**src/hw/rtl/lpfp_pkg.sv**
```systemverilog
// package for the length-prefixed frame parser
// holds the shared types, codes and reset constants; no dependencies
package lpfp_pkg;

    localparam int unsigned HEADER_BYTES = 4;
    localparam int unsigned QUEUE_DEPTH  = 2;

    localparam logic [15:0] CHANNEL_LIMIT_RESET = 16'd256;
    localparam logic [31:0] PAYLOAD_LIMIT_RESET = 32'd1048576;

    // configuration register indexes
    localparam logic REG_CHANNEL_LIMIT = 1'b0;
    localparam logic REG_PAYLOAD_LIMIT = 1'b1;

    // byte kinds
    localparam logic [1:0] KIND_HEADER  = 2'd0;
    localparam logic [1:0] KIND_CHANNEL = 2'd1;
    localparam logic [1:0] KIND_PAYLOAD = 2'd2;

    // status codes
    localparam logic [1:0] ST_MORE     = 2'd0;
    localparam logic [1:0] ST_COMPLETE = 2'd1;
    localparam logic [1:0] ST_ERROR    = 2'd2;

    // error codes
    localparam logic [1:0] ERR_NONE        = 2'd0;
    localparam logic [1:0] ERR_CHANNEL_LEN = 2'd1;
    localparam logic [1:0] ERR_PAYLOAD_LEN = 2'd2;
    localparam logic [1:0] ERR_LOCKED      = 2'd3;

    typedef enum logic [2:0] {
        PH_CH_LEN  = 3'd0,
        PH_CH_DATA = 3'd1,
        PH_PL_LEN  = 3'd2,
        PH_PL_DATA = 3'd3,
        PH_LOCKED  = 3'd4
    } phase_t;

    typedef struct packed {
        logic       restart;
        logic [7:0] data;
    } item_t;

    typedef struct packed {
        logic [15:0] channel_limit;
        logic [31:0] payload_limit;
    } cfg_t;

    typedef struct packed {
        logic [31:0] payload_length;
        logic [15:0] channel_length;
        logic [1:0]  error_kind;
        logic [1:0]  status;
        logic [1:0]  byte_kind;
        logic [7:0]  out_byte;
    } result_t;

endpackage

```
**src/hw/rtl/length_prefixed_frame_parser.sv**
```systemverilog
// top level of the length-prefixed frame parser
// ties the input stage, the two-entry queue and the parser core; uses lpfp_pkg
//
//  channel | direction | beat contents (lowest bit first)
//  s_      | in        | tdata: in_byte; tuser: restart
//  m_      | out       | tdata: out_byte, status, error_kind, channel_length,
//          |           |        payload_length; tuser: byte_kind
//  cfg_    | in        | register write: 0 channel length limit, 1 payload limit
//
// one byte per cycle sustained while m_tready stays high; each beat passes from s_ to m_
// through the input register, the queue entry and the result register
// the parser core updates all frame state as it takes each byte
// aresetn clears the parse state and restores both limits to their defaults
// the queue absorbs m_tready stalls so s_tready only drops once it is full
module length_prefixed_frame_parser #(
    parameter int unsigned CHANNEL_LENGTH_BITS = 16
) (
    input  logic        aclk,
    input  logic        aresetn,
    input  logic        s_tvalid,
    output logic        s_tready,
    input  logic [7:0]  s_tdata,   // in_byte
    input  logic        s_tuser,   // restart
    output logic        m_tvalid,
    input  logic        m_tready,
    // out_byte, status, error_kind, channel_length, payload_length, zero fill
    output logic [63:0] m_tdata,
    output logic [1:0]  m_tuser,   // byte_kind
    input  logic        cfg_wr_en,
    input  logic        cfg_addr,
    input  logic [31:0] cfg_wdata
);

    lpfp_pkg::cfg_t    cfg_reg, cfg_next;
    logic              f_valid;
    lpfp_pkg::item_t   f_item;
    logic              f_ready;
    logic              q_valid;
    lpfp_pkg::item_t   q_item;
    logic              q_pop;
    lpfp_pkg::result_t result;

    always_comb begin
        cfg_next = cfg_reg;
        if (cfg_wr_en) begin
            case (cfg_addr)
                lpfp_pkg::REG_CHANNEL_LIMIT: cfg_next.channel_limit = cfg_wdata[15:0];
                lpfp_pkg::REG_PAYLOAD_LIMIT: cfg_next.payload_limit = cfg_wdata;
                default:                     cfg_next = cfg_reg;
            endcase
        end
    end

    always_ff @(posedge aclk) begin
        if (!aresetn) begin
            cfg_reg.channel_limit <= lpfp_pkg::CHANNEL_LIMIT_RESET;
            cfg_reg.payload_limit <= lpfp_pkg::PAYLOAD_LIMIT_RESET;
        end else begin
            cfg_reg <= cfg_next;
        end
    end

    lpfp_front u_front (
        .aclk     (aclk),
        .aresetn  (aresetn),
        .s_tvalid (s_tvalid),
        .s_tready (s_tready),
        .s_tdata  (s_tdata),
        .s_tuser  (s_tuser),
        .f_valid  (f_valid),
        .f_item   (f_item),
        .f_ready  (f_ready)
    );

    lpfp_queue u_queue (
        .aclk       (aclk),
        .aresetn    (aresetn),
        .push_valid (f_valid),
        .push_ready (f_ready),
        .push_item  (f_item),
        .pop_valid  (q_valid),
        .pop        (q_pop),
        .pop_item   (q_item)
    );

    lpfp_back #(
        .CHANNEL_LENGTH_BITS (CHANNEL_LENGTH_BITS)
    ) u_back (
        .aclk     (aclk),
        .aresetn  (aresetn),
        .cfg      (cfg_reg),
        .q_valid  (q_valid),
        .q_item   (q_item),
        .q_pop    (q_pop),
        .m_valid  (m_tvalid),
        .m_ready  (m_tready),
        .m_result (result)
    );

    assign m_tdata = {4'd0, result.payload_length, result.channel_length,
                      result.error_kind, result.status, result.out_byte};
    assign m_tuser = result.byte_kind;

    // an error code appears exactly on error results
    a_err_matches_status: assert property (@(posedge aclk) disable iff (!aresetn)
        m_tvalid |-> ((result.status == lpfp_pkg::ST_ERROR)
                      == (result.error_kind != lpfp_pkg::ERR_NONE)))
        else $error("error_kind and status disagree");

    // completion on a header byte only for an empty payload
    a_empty_complete: assert property (@(posedge aclk) disable iff (!aresetn)
        (m_tvalid && result.status == lpfp_pkg::ST_COMPLETE
                  && result.byte_kind == lpfp_pkg::KIND_HEADER)
        |-> (result.payload_length == 32'd0))
        else $error("header completion with non-empty payload");

    // name and payload bytes never carry an error
    a_data_no_error: assert property (@(posedge aclk) disable iff (!aresetn)
        (m_tvalid && result.byte_kind != lpfp_pkg::KIND_HEADER)
        |-> (result.status != lpfp_pkg::ST_ERROR))
        else $error("data byte flagged as error");

    // a complete frame never has a zero channel length
    a_complete_has_channel: assert property (@(posedge aclk) disable iff (!aresetn)
        (m_tvalid && result.status == lpfp_pkg::ST_COMPLETE)
        |-> (result.channel_length != 16'd0 || CHANNEL_LENGTH_BITS > 16))
        else $error("complete frame without channel length");

endmodule

```
**src/hw/rtl/lpfp_front.sv**
```systemverilog
// input stage of the frame parser: registers each accepted beat
// depends on lpfp_pkg for the item type
module lpfp_front (
    input  logic                aclk,
    input  logic                aresetn,
    input  logic                s_tvalid,
    output logic                s_tready,
    input  logic [7:0]          s_tdata,
    input  logic                s_tuser,
    output logic                f_valid,
    output lpfp_pkg::item_t     f_item,
    input  logic                f_ready
);

    logic            valid_reg;
    logic            valid_next;
    lpfp_pkg::item_t item_reg;
    lpfp_pkg::item_t item_next;

    assign s_tready = !valid_reg || f_ready;

    always_comb begin
        valid_next = valid_reg;
        item_next  = item_reg;
        if (s_tready) begin
            valid_next        = s_tvalid;
            item_next.data    = s_tdata;
            item_next.restart = s_tuser;
        end
    end

    always_ff @(posedge aclk) begin
        if (!aresetn) begin
            valid_reg <= 1'b0;
        end else begin
            valid_reg <= valid_next;
        end
        item_reg <= item_next;
    end

    assign f_valid = valid_reg;
    assign f_item  = item_reg;

endmodule

```
**src/hw/rtl/lpfp_queue.sv**
```systemverilog
// two-entry queue between the input stage and the parser
// depends on lpfp_pkg for the item type and depth
module lpfp_queue (
    input  logic            aclk,
    input  logic            aresetn,
    input  logic            push_valid,
    output logic            push_ready,
    input  lpfp_pkg::item_t push_item,
    output logic            pop_valid,
    input  logic            pop,
    output lpfp_pkg::item_t pop_item
);

    localparam int unsigned PTR_W = $clog2(lpfp_pkg::QUEUE_DEPTH);
    localparam int unsigned CNT_W = $clog2(lpfp_pkg::QUEUE_DEPTH + 1);

    lpfp_pkg::item_t entry_reg [lpfp_pkg::QUEUE_DEPTH];
    logic [PTR_W-1:0] wr_ptr_reg, wr_ptr_next;
    logic [PTR_W-1:0] rd_ptr_reg, rd_ptr_next;
    logic [CNT_W-1:0] count_reg, count_next;
    logic             do_push;
    logic             do_pop;

    assign push_ready = count_reg != CNT_W'(lpfp_pkg::QUEUE_DEPTH);
    assign pop_valid  = count_reg != '0;
    assign pop_item   = entry_reg[rd_ptr_reg];
    assign do_push    = push_valid && push_ready;
    assign do_pop     = pop && pop_valid;

    always_comb begin
        wr_ptr_next = wr_ptr_reg;
        rd_ptr_next = rd_ptr_reg;
        count_next  = count_reg;
        if (do_push) begin
            wr_ptr_next = (wr_ptr_reg == PTR_W'(lpfp_pkg::QUEUE_DEPTH - 1)) ? '0
                                                                            : wr_ptr_reg + 1'b1;
        end
        if (do_pop) begin
            rd_ptr_next = (rd_ptr_reg == PTR_W'(lpfp_pkg::QUEUE_DEPTH - 1)) ? '0
                                                                            : rd_ptr_reg + 1'b1;
        end
        case ({do_push, do_pop})
            2'b10:   count_next = count_reg + 1'b1;
            2'b01:   count_next = count_reg - 1'b1;
            default: count_next = count_reg;
        endcase
    end

    always_ff @(posedge aclk) begin
        if (!aresetn) begin
            wr_ptr_reg <= '0;
            rd_ptr_reg <= '0;
            count_reg  <= '0;
        end else begin
            wr_ptr_reg <= wr_ptr_next;
            rd_ptr_reg <= rd_ptr_next;
            count_reg  <= count_next;
        end
        if (do_push) begin
            entry_reg[wr_ptr_reg] <= push_item;
        end
    end

endmodule

```
**src/hw/rtl/lpfp_back.sv**
```systemverilog
// parser core: frame state machine, length assembly and the result register
// depends on lpfp_pkg for phases, codes, item, config and result types
module lpfp_back #(
    parameter int unsigned CHANNEL_LENGTH_BITS = 16
) (
    input  logic              aclk,
    input  logic              aresetn,
    input  lpfp_pkg::cfg_t    cfg,
    input  logic              q_valid,
    input  lpfp_pkg::item_t   q_item,
    output logic              q_pop,
    output logic              m_valid,
    input  logic              m_ready,
    output lpfp_pkg::result_t m_result
);

    localparam int unsigned CLB = CHANNEL_LENGTH_BITS;

    lpfp_pkg::phase_t  phase_reg, phase_next, phase_eff;
    logic [1:0]        cnt_reg, cnt_next, cnt_eff;
    logic [31:0]       asm_reg, asm_next, asm_eff;
    logic [CLB-1:0]    chlen_reg, chlen_next, chlen_eff;
    logic [CLB-1:0]    chpos_reg, chpos_next, chpos_eff;
    logic [31:0]       pllen_reg, pllen_next, pllen_eff;
    logic [31:0]       plpos_reg, plpos_next, plpos_eff;

    logic              out_valid_reg, out_valid_next;
    lpfp_pkg::result_t out_reg, out_next;

    logic [31:0]       asm_base;
    logic [31:0]       asm_full;
    logic              last_hdr;
    logic              ch_bad;
    logic              pl_bad;
    logic [CLB-1:0]    chpos_inc;
    logic [31:0]       plpos_inc;

    assign q_pop = q_valid && (!out_valid_reg || m_ready);

    // restart clears parse state ahead of the byte
    always_comb begin
        if (q_item.restart) begin
            phase_eff = lpfp_pkg::PH_CH_LEN;
            cnt_eff   = '0;
            asm_eff   = '0;
            chlen_eff = '0;
            chpos_eff = '0;
            pllen_eff = '0;
            plpos_eff = '0;
        end else begin
            phase_eff = phase_reg;
            cnt_eff   = cnt_reg;
            asm_eff   = asm_reg;
            chlen_eff = chlen_reg;
            chpos_eff = chpos_reg;
            pllen_eff = pllen_reg;
            plpos_eff = plpos_reg;
        end
    end

    // header byte assembly, little-endian
    assign asm_base = (phase_eff == lpfp_pkg::PH_CH_LEN && cnt_eff == 2'd0) ? 32'd0 : asm_eff;
    assign asm_full = asm_base | ({24'd0, q_item.data} << {cnt_eff, 3'b000});
    assign last_hdr = cnt_eff == 2'(lpfp_pkg::HEADER_BYTES - 1);

    assign ch_bad = (asm_full == 32'd0)
                 || (asm_full >= {16'd0, cfg.channel_limit})
                 || ((33'(asm_full) >> CLB) != 33'd0);
    assign pl_bad = asm_full > cfg.payload_limit;

    assign chpos_inc = chpos_eff + CLB'(1);
    assign plpos_inc = plpos_eff + 32'd1;

    // next phase
    always_comb begin
        phase_next = phase_reg;
        if (q_pop) begin
            case (phase_eff)
                lpfp_pkg::PH_CH_LEN: begin
                    if (last_hdr) begin
                        phase_next = ch_bad ? lpfp_pkg::PH_LOCKED : lpfp_pkg::PH_CH_DATA;
                    end else begin
                        phase_next = lpfp_pkg::PH_CH_LEN;
                    end
                end
                lpfp_pkg::PH_CH_DATA: begin
                    phase_next = (chpos_inc == chlen_eff) ? lpfp_pkg::PH_PL_LEN
                                                          : lpfp_pkg::PH_CH_DATA;
                end
                lpfp_pkg::PH_PL_LEN: begin
                    if (!last_hdr) begin
                        phase_next = lpfp_pkg::PH_PL_LEN;
                    end else if (pl_bad) begin
                        phase_next = lpfp_pkg::PH_LOCKED;
                    end else if (asm_full == 32'd0) begin
                        phase_next = lpfp_pkg::PH_CH_LEN;
                    end else begin
                        phase_next = lpfp_pkg::PH_PL_DATA;
                    end
                end
                lpfp_pkg::PH_PL_DATA: begin
                    phase_next = (plpos_inc == pllen_eff) ? lpfp_pkg::PH_CH_LEN
                                                          : lpfp_pkg::PH_PL_DATA;
                end
                default: phase_next = lpfp_pkg::PH_LOCKED;
            endcase
        end
    end

    // datapath state and result
    always_comb begin
        cnt_next   = cnt_reg;
        asm_next   = asm_reg;
        chlen_next = chlen_reg;
        chpos_next = chpos_reg;
        pllen_next = pllen_reg;
        plpos_next = plpos_reg;
        out_valid_next = out_valid_reg && !m_ready;
        out_next       = out_reg;

        if (q_pop) begin
            cnt_next   = cnt_eff;
            asm_next   = asm_eff;
            chlen_next = chlen_eff;
            chpos_next = chpos_eff;
            pllen_next = pllen_eff;
            plpos_next = plpos_eff;
            out_valid_next      = 1'b1;
            out_next.out_byte   = q_item.data;
            out_next.byte_kind  = lpfp_pkg::KIND_HEADER;
            out_next.status     = lpfp_pkg::ST_MORE;
            out_next.error_kind = lpfp_pkg::ERR_NONE;

            case (phase_eff)
                lpfp_pkg::PH_CH_LEN: begin
                    if (cnt_eff == 2'd0) begin
                        chlen_next = '0;
                        pllen_next = '0;
                    end
                    if (last_hdr) begin
                        asm_next   = '0;
                        cnt_next   = '0;
                        chlen_next = asm_full[CLB-1:0];
                        if (ch_bad) begin
                            out_next.status     = lpfp_pkg::ST_ERROR;
                            out_next.error_kind = lpfp_pkg::ERR_CHANNEL_LEN;
                        end else begin
                            chpos_next = '0;
                        end
                    end else begin
                        asm_next = asm_full;
                        cnt_next = cnt_eff + 2'd1;
                    end
                end
                lpfp_pkg::PH_CH_DATA: begin
                    out_next.byte_kind = lpfp_pkg::KIND_CHANNEL;
                    chpos_next = chpos_inc;
                    if (chpos_inc == chlen_eff) begin
                        cnt_next = '0;
                        asm_next = '0;
                    end
                end
                lpfp_pkg::PH_PL_LEN: begin
                    if (last_hdr) begin
                        asm_next   = '0;
                        cnt_next   = '0;
                        pllen_next = asm_full;
                        if (pl_bad) begin
                            out_next.status     = lpfp_pkg::ST_ERROR;
                            out_next.error_kind = lpfp_pkg::ERR_PAYLOAD_LEN;
                        end else begin
                            plpos_next = '0;
                            if (asm_full == 32'd0) begin
                                out_next.status = lpfp_pkg::ST_COMPLETE;
                                chpos_next      = '0;
                            end
                        end
                    end else begin
                        asm_next = asm_full;
                        cnt_next = cnt_eff + 2'd1;
                    end
                end
                lpfp_pkg::PH_PL_DATA: begin
                    out_next.byte_kind = lpfp_pkg::KIND_PAYLOAD;
                    plpos_next = plpos_inc;
                    if (plpos_inc == pllen_eff) begin
                        out_next.status = lpfp_pkg::ST_COMPLETE;
                        chpos_next = '0;
                        cnt_next   = '0;
                        asm_next   = '0;
                    end
                end
                default: begin
                    out_next.status     = lpfp_pkg::ST_ERROR;
                    out_next.error_kind = lpfp_pkg::ERR_LOCKED;
                end
            endcase

            out_next.channel_length = 16'(32'(chlen_next));
            out_next.payload_length = pllen_next;
        end
    end

    always_ff @(posedge aclk) begin
        if (!aresetn) begin
            phase_reg     <= lpfp_pkg::PH_CH_LEN;
            cnt_reg       <= '0;
            asm_reg       <= '0;
            chlen_reg     <= '0;
            chpos_reg     <= '0;
            pllen_reg     <= '0;
            plpos_reg     <= '0;
            out_valid_reg <= 1'b0;
        end else begin
            phase_reg     <= phase_next;
            cnt_reg       <= cnt_next;
            asm_reg       <= asm_next;
            chlen_reg     <= chlen_next;
            chpos_reg     <= chpos_next;
            pllen_reg     <= pllen_next;
            plpos_reg     <= plpos_next;
            out_valid_reg <= out_valid_next;
        end
        out_reg <= out_next;
    end

    assign m_valid  = out_valid_reg;
    assign m_result = out_reg;

endmodule

```
**config.mk**
```make
export PLATFORM = sky130hd
export DESIGN_NAME = length_prefixed_frame_parser
export DESIGN_NICKNAME = d
export VERILOG_FILES = /design/src/hw/rtl/lpfp_pkg.sv /design/src/hw/rtl/length_prefixed_frame_parser.sv /design/src/hw/rtl/lpfp_front.sv /design/src/hw/rtl/lpfp_queue.sv /design/src/hw/rtl/lpfp_back.sv
export SDC_FILE = /design/constraint.sdc
export NUM_CORES = 1
export LEC_CHECK = 0
export BUFFER_PORTS_ARGS = -buffer_cell sky130_fd_sc_hd__clkbuf_2
export CORE_MARGIN = 2
export CORE_UTILIZATION = 35
export DETAILED_ROUTE_END_ITERATION = 10
export PLACE_DENSITY_LB_ADDON = 0.12
export SLEW_MARGIN = 30
export SYNTH_ARGS = -nofsm -noshare
export SYNTH_HDL_FRONTEND = slang
export SYNTH_SLANG_ARGS = --single-unit
```
**constraint.sdc**
```tcl
create_clock -name aclk -period 6.9 [get_ports aclk]
set_input_delay 1.38 -clock aclk [delete_from_list [all_inputs] [get_ports aclk]]
set_output_delay 1.38 -clock aclk [all_outputs]
set_load 0.02 [all_outputs]
```
Word level (Yosys, flattened, before mapping):

Memory sizes are Yosys's and may differ from the RTL's. A register that Yosys moved wholly into a read port is not among the register bits.
Index checks and enable logic that the tools add are counted.

* word-level logic and storage cells: 124
* RAM bits: 18
* memories: 1
* flip-flop bits (word level): 258
* bits of input ports: 47

* reduce and logical (&&, ||, !) cells: 22
* magnitude comparators: 2
* mux-type cells: 58
* shift operators: 1
* add/sub/neg operators: 7
* equality and inequality tests: 9
* bitwise operators: 2

Memory list
* u_queue.entry_reg: depth 2, width 9, read ports 1, clocked after memory_dff 1, write ports 1, RTL line lpfp_queue.sv:17 `lpfp_pkg::item_t entry_reg [lpfp_pkg::QUEUE_DEPTH];`

Operators by type and width (number)
* 32-bit 2-to-1 mux: 11
* 16-bit 2-to-1 mux: 11
* 32-bit case mux with 2 select lines: 2
* 32-bit case mux with 3 select lines: 1
* 16-bit case mux with 4 select lines: 1
* 33-bit nonzero test: 1
* 32-bit by 1-bit adder with 32-bit output, second input constant: 1
* 32-bit == test: 1
* 32-bit by 16-bit >= comparator with 1-bit output: 1
* 32-bit > comparator: 1
* 32-bit logical NOT: 1
* 32-bit bitwise OR: 1
* 8-bit by 5-bit << shifter with 32-bit output: 1
* 2-bit 2-to-1 mux: 9
* 3-bit 2-to-1 mux: 6
* 16-bit by 1-bit adder with 16-bit output, second input constant: 1
* 16-bit == test: 1
* 2-bit case mux with 3 select lines: 2
* 3-bit case mux with 4 select lines: 1
* 1-bit 2-to-1 mux: 9
* 4-bit 2-to-1 mux: 2
* 2-bit case mux with 2 select lines: 2
* 2-bit case mux with 4 select lines: 1
* 3-bit by 2-bit == test with 1-bit output, second input constant: 2
* 16 further kinds: 31

Longest topological paths before layout:

* depth after elaboration: 11
* gate-level depth with buffers: 24

Cells and area by module:

Synthesis repeated with hierarchy kept, for this count alone.

* cells, all modules: 1627
* area, all modules: 14746.6 sq um

Modules (own cells, without submodules)
* lpfp_back: seq. area each 4544.4 sq um, times used 1, area an instance 11656.2 sq um, cells each 1359
* length_prefixed_frame_parser: seq. area each 960.9 sq um, times used 1, area an instance 1889.3 sq um, cells each 203
* lpfp_queue: seq. area each 640.6 sq um, times used 1, area an instance 882.1 sq um, cells each 52
* lpfp_front: seq. area each 290.3 sq um, times used 1, area an instance 319.1 sq um, cells each 13

Least setup slack after synthesis:

No wires, ideal clock.

* path type: reg2reg
* start: register (tool-made name)
* end: register u_back.plpos_reg[26]
* slack: 1.670 ns
* arrival: 5.094 ns
* data required time: 6.764 ns
* cell stages (with the launch flop): 24
* library setup time: 0.136 ns
* buffers on the path: 7
* path through: dfxtp_1 > buf_6 > mux2i_1 > buf_2 > buf_1 > clkbuf_1 > clkbuf_1 > nand2_1 > ha_1 > nand3b_1 > clkbuf_1 > a22oi_1 > nor2_1 > ha_1 > a21o_1 > a21o_1 > a221o_1 > a21oi_1 > a21oi_1 > nor2_1 > o211ai_1 > a21oi_1 > clkbuf_1 > a31oi_1

RTL lines
* to (signal assigned): RTL line lpfp_back.sv:221 `plpos_reg <= plpos_next;`
* to (decl): RTL line lpfp_back.sv:25 `logic [31:0] plpos_reg, plpos_next, plpos_eff;`

==> metrics.cfg <==
[setup_path]
critPathSlowestCell = dfxtp_1
required_ns = 7.30
cp_cell_sequence = mux2i_4, nand2_1, ha_1, nand3b_1, a22oi_1, nor2_1, ha_1, a21o_1, a21o_1, a211o_1, a2111oi_0, o31a_1, a41oi_2, inv_2, a22o_1, a311oi_1
cp_slowest_stage_delay_ns = 0.73
crit_fanout = 15
worst_ep_arrival_time_ns = 6.16
endpoint_kind = flip-flop
cp_num_buf_inv = 1
startpoint_type = flip-flop
crit_family = compound AO/OA/AOI/OAI gates
worstSetupPathType = reg2reg

[timing]
setup_slack_ns = 1.138
layout_min_cycle_time_ns = 5.762
final-setup-viol-count = 0
setup_tns_ns = 0
slew_violations = 0
rsz0062_at_grt = false
slew_headroom = 0.4101
hold_viol_final = 0
fmax_ghz = 0.1735
post-route-period-util = 0.8351
worstMarginPinSlew_ns = 0.8827
fin_skew_ns = 0.01612

[synth]
synth_top_flop_cell = dfxtp_1
synth_top_area_share = 0.2540
synth_top_area_cell = dfxtp_1
netlist_instances = 1713
async_flop_share = 0
synth-seq-cells = 277
synth_area_mm2 = 0.01482
synthTopCellsByArea = dfxtp_1 25%, edfxtp_1 18%, nand2_1 7.3%, a21oi_1 5.3%, ha_1 4.5%
synth_edf_count = 89
postSynthAreaPerCell_um2 = 8.649
yosysUniqueCellTypes = 84
yosysSeqAreaShare = 0.4344
synth_common_cells = 290 x nand2_1, 188 x dfxtp_1, 157 x a21oi_1, 99 x nor2_1, 93 x clkbuf_1
ys_warn_count = 0
yosysMostFrequentCell = nand2_1

[clock_tree]
hold_buffers = 0
root_buffer = clkbuf_16
clkTransAtPathRegs_ns = 0.06
cts_setup_buffers = 0
cts_max_level = 2
clkLatencyLatePin_ns = 0.55
cts.sinks = 277
post_cts_resized = 0
tritoncts = built
clk_path_buf_depth = 3
cts_buffers = 35

[route]
vias = 12860
routedWlPerCell_um = 20.82
dr_wl_met2_um = 21780
met3_length_um = 2495
drt_iter0_drc = 1165
wirelength_met1_um = 22850
top_layer_used = met4
drcViolationCount = 0
drt_first_pass_iters = 6
antenna_left = 0
vias_per_cell = 5.553
drt-total-wl_um = 48220

[floorplanning]
core_area_mm2 = 0.04185
die_y_um = 209.7
dieArea_mm2 = 0.04399
ios = 115
num_rows = 75
die_width_um = 209.7
initial_utilization = 0.3540

[global_route]
grt_usage = 0.2171
antenna_found_initial = 0
grt_max_degree = 66
grt_pass1_wl_um = 74200
grt_pass1_vias = 12110
grt.overflow.total = 0

[place]
dp_cells = 2252
io_buffer_count = 110
pre_cts_slack_ns = 1.216
globalplace.congestion = 0.8898
hpwl_um = 34840

[cells_and_area]
antenna_cells = 0
area_growth_syn_to_layout_pct = 13.73
largest_reg_flops = 62
drive_gt1_frac = 0.1283
fillers = 4275
stdcell_count = 2316
nets = 1851

[pwr]
leakage_nw = 6.202
power.density_mw_per_mm2 = 325.0
irDropWorstVdd_v = 0.0001792

[run_status]
status = finished, final reports clean

[worst_hold_path]
hp-class = reg2reg

[job]
maxCapViolCount = 0

-- through the flow --
stage | cell area (um^2) | util | power, mW | hold WS [ns]
2_1_floorplan | 14830 | - | 3.084 | 0.4215
3_3_place_gp | 15660 | 0.3741 | 3.608 | 0.4332
3_5_place_dp | 15660 | 0.3743 | 3.618 | 0.4330
4_1_cts | 16830 | 0.4022 | 5.530 | 0.4556
5_1_grt | 16850 | 0.4026 | 5.732 | 0.4677
6_report | 16850 | 0.4026 | 5.476 | 0.4529
-- layout by cell type (no fill, tap or decap), types with 10 or more instances in the layout --
cell type  instances
clkbuf_16         35
buf_4             18
a22o_1            74
a21oi_1          156
clkbuf_2         110
nand2_1          288
or3_1             10
nand4_1           38
dfxtp_1          188
a31oi_1           30
ha_1              53
nor2_1            99
o21ai_0           65
edfxtp_1          89
nand3_1           63
inv_1             67
xnor2_1           41
o31ai_1           18
a21o_1            17
xor2_1            26
a22oi_1           26
nor4_1            22
nor3_1            25
and3_1            19
-- tightest hold or removal path, cell delays in order, from the launching register on --
cell and delay, ns:
dfxtp_1 0.30, nand2_1 0.05, a21oi_1 0.05
-- routing by layer --
metal,vias up,GRT usage
li1,6274,-
met1,6120,0.3159
met2,389,0.3357
met3,78,0.03112
met4,0,0.05918
met5,-,0
-- kinds of logic after synthesis --
family | after synthesis | share of synthesized area
AOI/OAI and AO/OA | 465 | 0.2091
other | 1 | 0.0002531
muxes | 14 | 0.01056
xor gates and xnor gates | 67 | 0.03961
DFF | 277 | 0.4344
and+or+nand+nor | 633 | 0.2055
buffers and inverters | 203 | 0.05582
adders and majority gates | 53 | 0.04476
-- path summary, 6_finish.rpt --
check             slack, ns                   end  depth (start not counted)         from
setup / recovery       1.14  u_back.chpos_reg[10]                         16    flip-flop
hold / removal         0.45           cfg_reg[34]                          2  cfg_reg[34]
hold reg to reg        0.45           cfg_reg[34]                          2  cfg_reg[34]
setup reg to reg       1.14  u_back.chpos_reg[10]                         16    flip-flop
-- power breakdown --
part	internal, mW	switching [mW]
combinational	0.404	1.10
sequential	1.96	0.123
clock	1.14	0.752
total	3.50	1.97
-- final cells by class --
type,count,area [um^2],share of cell area
timing repair buffer,129,700.7,0.04158
multi-input combinational,1236,7595,0.4507
clock inverter,23,264.0,0.01567
clock buffer,40,904.6,0.05369
tap,539,674.4,0.04002
sequential,277,6436,0.3820
inverter,72,275.3,0.01634
Power figures use the tool's default switching activity.
